## src/sv/dmfd_ram.sv

```systemverilog
// ----------------------------------------------------------------------------
// dmfd_ram
// generic one-write one-read synchronous ram with registered read
// ----------------------------------------------------------------------------
module dmfd_ram #(
    parameter int W = 32,
    parameter int D = 16,
    parameter int AW = (D > 1) ? $clog2(D) : 1
) (
    input  logic          i_clk,
    input  logic          i_we,
    input  logic [AW-1:0] i_waddr,
    input  logic [W-1:0]  i_wdata,
    input  logic [AW-1:0] i_raddr,
    output logic [W-1:0]  o_rdata
);

    logic [W-1:0] r_mem [D];
    logic [W-1:0] r_rdata;

    always_ff @(posedge i_clk) begin
        if (i_we) begin
            r_mem[i_waddr] <= i_wdata;
        end
        r_rdata <= r_mem[i_raddr];
    end

    assign o_rdata = r_rdata;

endmodule

```

## config.mk

```make
export PLATFORM = sky130hd
export DESIGN_NAME = dmfd_ram
export DESIGN_NICKNAME = d
export VERILOG_FILES = /design/src/sv/dmfd_ram.sv
export SDC_FILE = /design/constraint.sdc
export NUM_CORES = 1
export LEC_CHECK = 0
export BUFFER_PORTS_ARGS = -buffer_cell sky130_fd_sc_hd__buf_2
export CORE_UTILIZATION = 65
export DETAILED_ROUTE_END_ITERATION = 10
export GPL_TIMING_DRIVEN = 0
export PLACE_DENSITY = 0.9
export SLEW_MARGIN = 20
export SYNTH_ARGS = -nofsm -noshare
export SYNTH_HDL_FRONTEND = slang
export SYNTH_SLANG_ARGS = --single-unit
export TNS_END_PERCENT = 1
```

## constraint.sdc

```tcl
create_clock -name i_clk -period 8.6 [get_ports i_clk]
set_input_delay 0.86 -clock i_clk [delete_from_list [all_inputs] [get_ports i_clk]]
set_output_delay 0.86 -clock i_clk [all_outputs]
set_load 0.02 [all_outputs]
```

==> flow_summary.json <==
{
  "tritoncts.num_buffers": 50,
  "synthAdderAreaFrac_pct": 0,
  "syn_avg_cell_area_um2": 23.7,
  "setup_repair_after_global_routing_missed_its_margin": "no",
  "detail_route.drc_violations": 0,
  "grt_first_pass_wirelength_um": 72700,
  "fill_cells": 1350,
  "clock_latency_ns": 0.56,
  "intPower_uw": 4540,
  "hold_path_startpoint": "i_wdata[15]",
  "fin_util_pct": 77.5,
  "crit-reg2reg-capture": "o_rdata[6]",
  "layout_worst_path_cycle_share_pct": 30.1,
  "antenna_found_initial": 2,
  "synth_area_leaders": "sky130_fd_sc_hd__edfxtp_1 77%, sky130_fd_sc_hd__mux4_2 15%, sky130_fd_sc_hd__dfxtp_1 3.2%",
  "place_worst_setup_slack_ns": 5.68,
  "setup_violations": 0,
  "synthesized_instance_count": 838,
  "cts.sink_count": 544,
  "synth-xor-area-share_pct": 0,
  "synth_top_cell_by_area": "sky130_fd_sc_hd__edfxtp_1",
  "routed_wire_per_std_cell_um": 36.1,
  "synth_compound_area_share_pct": 2.42,
  "drt-vias-per-instance": 7.21,
  "status": "finished, final reports clean",
  "timing.rr.start": "r_mem[1][6]",
  "critPathMaxFanout": 8,
  "gp_congestion": 0.717,
  "core_area_um2": 29900,
  "report.final.slew_viol_count": 0,
  "number_of_buffers_inserted_for_hold_repair_after_clock_tree_synthesis": 0,
  "netSwitchingFraction_pct": 21.0,
  "postCtsResizedCells": 0,
  "syn-num-nets": 880,
  "synth.mux.area_fraction_pct": 14.5,
  "grt_use_total_pct": 34.1,
  "reg2reg_setup_slack_ns": 7.02,
  "fmax_achieved_ghz": 0.386,
  "mappedNetlistArea_um2": 19900,
  "clock_tree.htree_level_count": 2,
  "first_global_vias": 10500,
  "die_x_um": 177,
  "via_count": 10300,
  "worst_slew_pin_slew_ns": 0.973,
  "worst_hold_slack_ns": 0.672,
  "setup.worst_path.start_class": "input pin",
  "critPathCaptureType": "flip-flop",
  "clock_power_share_pct": 42.7,
  "power.ir.vdd_worst_mv": 0.180,
  "yosys.area_share.simple_pct": 1.27,
  "fp.dieH_um": 177,
  "route.final.wire_length_um": 51500,
  "tritoncts": "built",
  "ys_types": 18,
  "setup_cp_type": "input pin to flip-flop",
  "cp.required_ns": 8.85,
  "cts_buffer_depth": 3,
  "area_growth_pct": 16.5,
  "cap_viol_max_count": 0,
  "root_buffer": "sky130_fd_sc_hd__clkbuf_16",
  "synth_largest_type_area_fraction_pct": 77.4,
  "final.min_clock_period_ns": 2.59,
  "ant_nets": 0,
  "post-route-worst-setup-slack_ns": 6.01,
  "p_sw_uw": 1210,
  "final_layout_size_suffix_gt1_share_pct": 33.4,
  "min_path_type": "input pin to flip-flop",
  "clk_pin_slew_worst_paths_ns": 0.07,
  "start_util_pct": 66.5,
  "grt-ovfl-total": 0,
  "r2r.worst_path.cells": 3,
  "seq_area_frac_synth_pct": 80.7,
  "synth.yosys.warnings": 0,
  "drtIter0Drc": 1463,
  "ioPinCount": 74,
  "seq_power_share_pct": 52.0,
  "setup-tns-final_ns": 0,
  "power.leakage_uw": 0.00756,
  "combinational_family_with_the_most_area_after_synthesis": "multiplexers",
  "timing.hold.worst_endpoint": "r_mem[11][15]",
  "yosys_register_bits": 544,
  "power_density_nw_per_um2": 248,
  "combinationalPowerShare_pct": 5.4,
  "drt-pass1-iter-count": 6,
  "grt_max_degree": 20,
  "depth_of_the_worst_hold_timing_path": 1,
  "finalClockSkew_ns": 0.0103,
  "cts_setup_buffers": 0,
  "max_slew_margin_pct": 34.8,
  "cp.arrival_ns": 2.84,
  "die_area_um2": 31200,
  "port-buffer-count": 71,
  "hpwlAfterDp_um": 27900,
  "fp-row-count": 63,
  "num-nets-final": 1034,
  "hold_viol": 0
}
-- power groups by stage --
stage | clock network [uW] | logic (uW) | registers [uW]
2_1_floorplan | 0 | 142 | 3060
3_3_place_gp | 0 | 266 | 3030
3_5_place_dp | 0 | 295 | 3040
4_1_cts | 2440 | 307 | 2990
5_1_grt | 2540 | 321 | 2990
6_report | 2450 | 308 | 2990
-- sequential cells by signal (all words and copies together) (netlist names) --
name     flops
o_rdata     32
r_mem      512
-- synth_stat cells (all sizes together) --
| library cell | instances |
|---|---|
| nand2b | 2 |
| and2 | 1 |
| nor2b | 2 |
| mux4 | 128 |
| nand2 | 33 |
| or3b | 1 |
| buf | 26 |
| a22oi | 64 |
| edfxtp | 512 |
| nand3 | 1 |
| dfxtp | 32 |
| nor2 | 13 |
| nand3b | 2 |
| nor3 | 4 |
| clkbuf | 17 |
-- how the worst max path moves through the flow --
stage,start,to,cells after the start
floorplan,i_waddr[2],r_mem[0][0],2
global placement,i_waddr[2],r_mem[0][25],3
detailed placement,i_we,r_mem[12][28],5
CTS,i_we,r_mem[12][30],5
global route,i_we,r_mem[12][30],5
finish,i_we,r_mem[12][30],5
-- through the flow --
step	cells	power [uW]	area, um^2
4_1_cts	1424	5740	23100
5_1_grt	1425	5850	23100
6_report	1425	5750	23100
3_5_place_dp	1330	3330	21300
3_3_place_gp	1299	3300	20700
2_1_floorplan	838	3200	19900
-- worst max-delay path, cell delays in order --
cell	delay, ns
sky130_fd_sc_hd__buf_2	0.15
sky130_fd_sc_hd__nand3_1	0.37
sky130_fd_sc_hd__nor3_2	0.87
sky130_fd_sc_hd__buf_4	0.34
sky130_fd_sc_hd__buf_4	0.24
-- cell families after synthesis --
group / count (synthesis)
buffers and inverters: 43
AND/OR/NAND/NOR: 59
multiplexers: 128
AO/OA/AOI/OAI: 64
flip-flops: 544
-- placed cells by master, fill, tap and decap left out, drive strengths merged --
cell type / netlist / final
buf: 26 / 128
nor3: 4 / 4
edfxtp: 512 / 512
clkinvlp: 0 / 1
and2: 1 / 1
bufinv: 0 / 9
nand2b: 2 / 2
nand3b: 2 / 2
nand3: 1 / 1
a22oi: 64 / 64
dfxtp: 32 / 32
nor2b: 2 / 2
nand2: 33 / 33
inv: 0 / 1
mux4: 128 / 128
clkbuf: 17 / 86
clkinv: 0 / 14
nor2: 13 / 13
diode: 0 / 1
or3b: 1 / 1
-- layer usage --
layer  track usage (%)  vias to the layer above  wire length (um)
li1                  -                     3876                 -
met1              42.9                     5322             17300
met2              56.2                      866             26200
met3              7.07                      205              4920
met4              19.1                        2              3010
met5                 0                        -                11
-- final cells by class --
type	instances	area, um^2	area share [%]
Clock buffer	69	1470	6.34
Buffer	43	223	0.962
Sequential cell	544	16000	69.2
Clock inverter	25	350	1.51
Multi-Input combinational cell	251	3730	16.1
Tap cell	390	488	2.11
Antenna cell	1	2.50	0.0108
Timing Repair Buffer	102	868	3.75
Note: power is estimated with default switching activity, not from simulation.
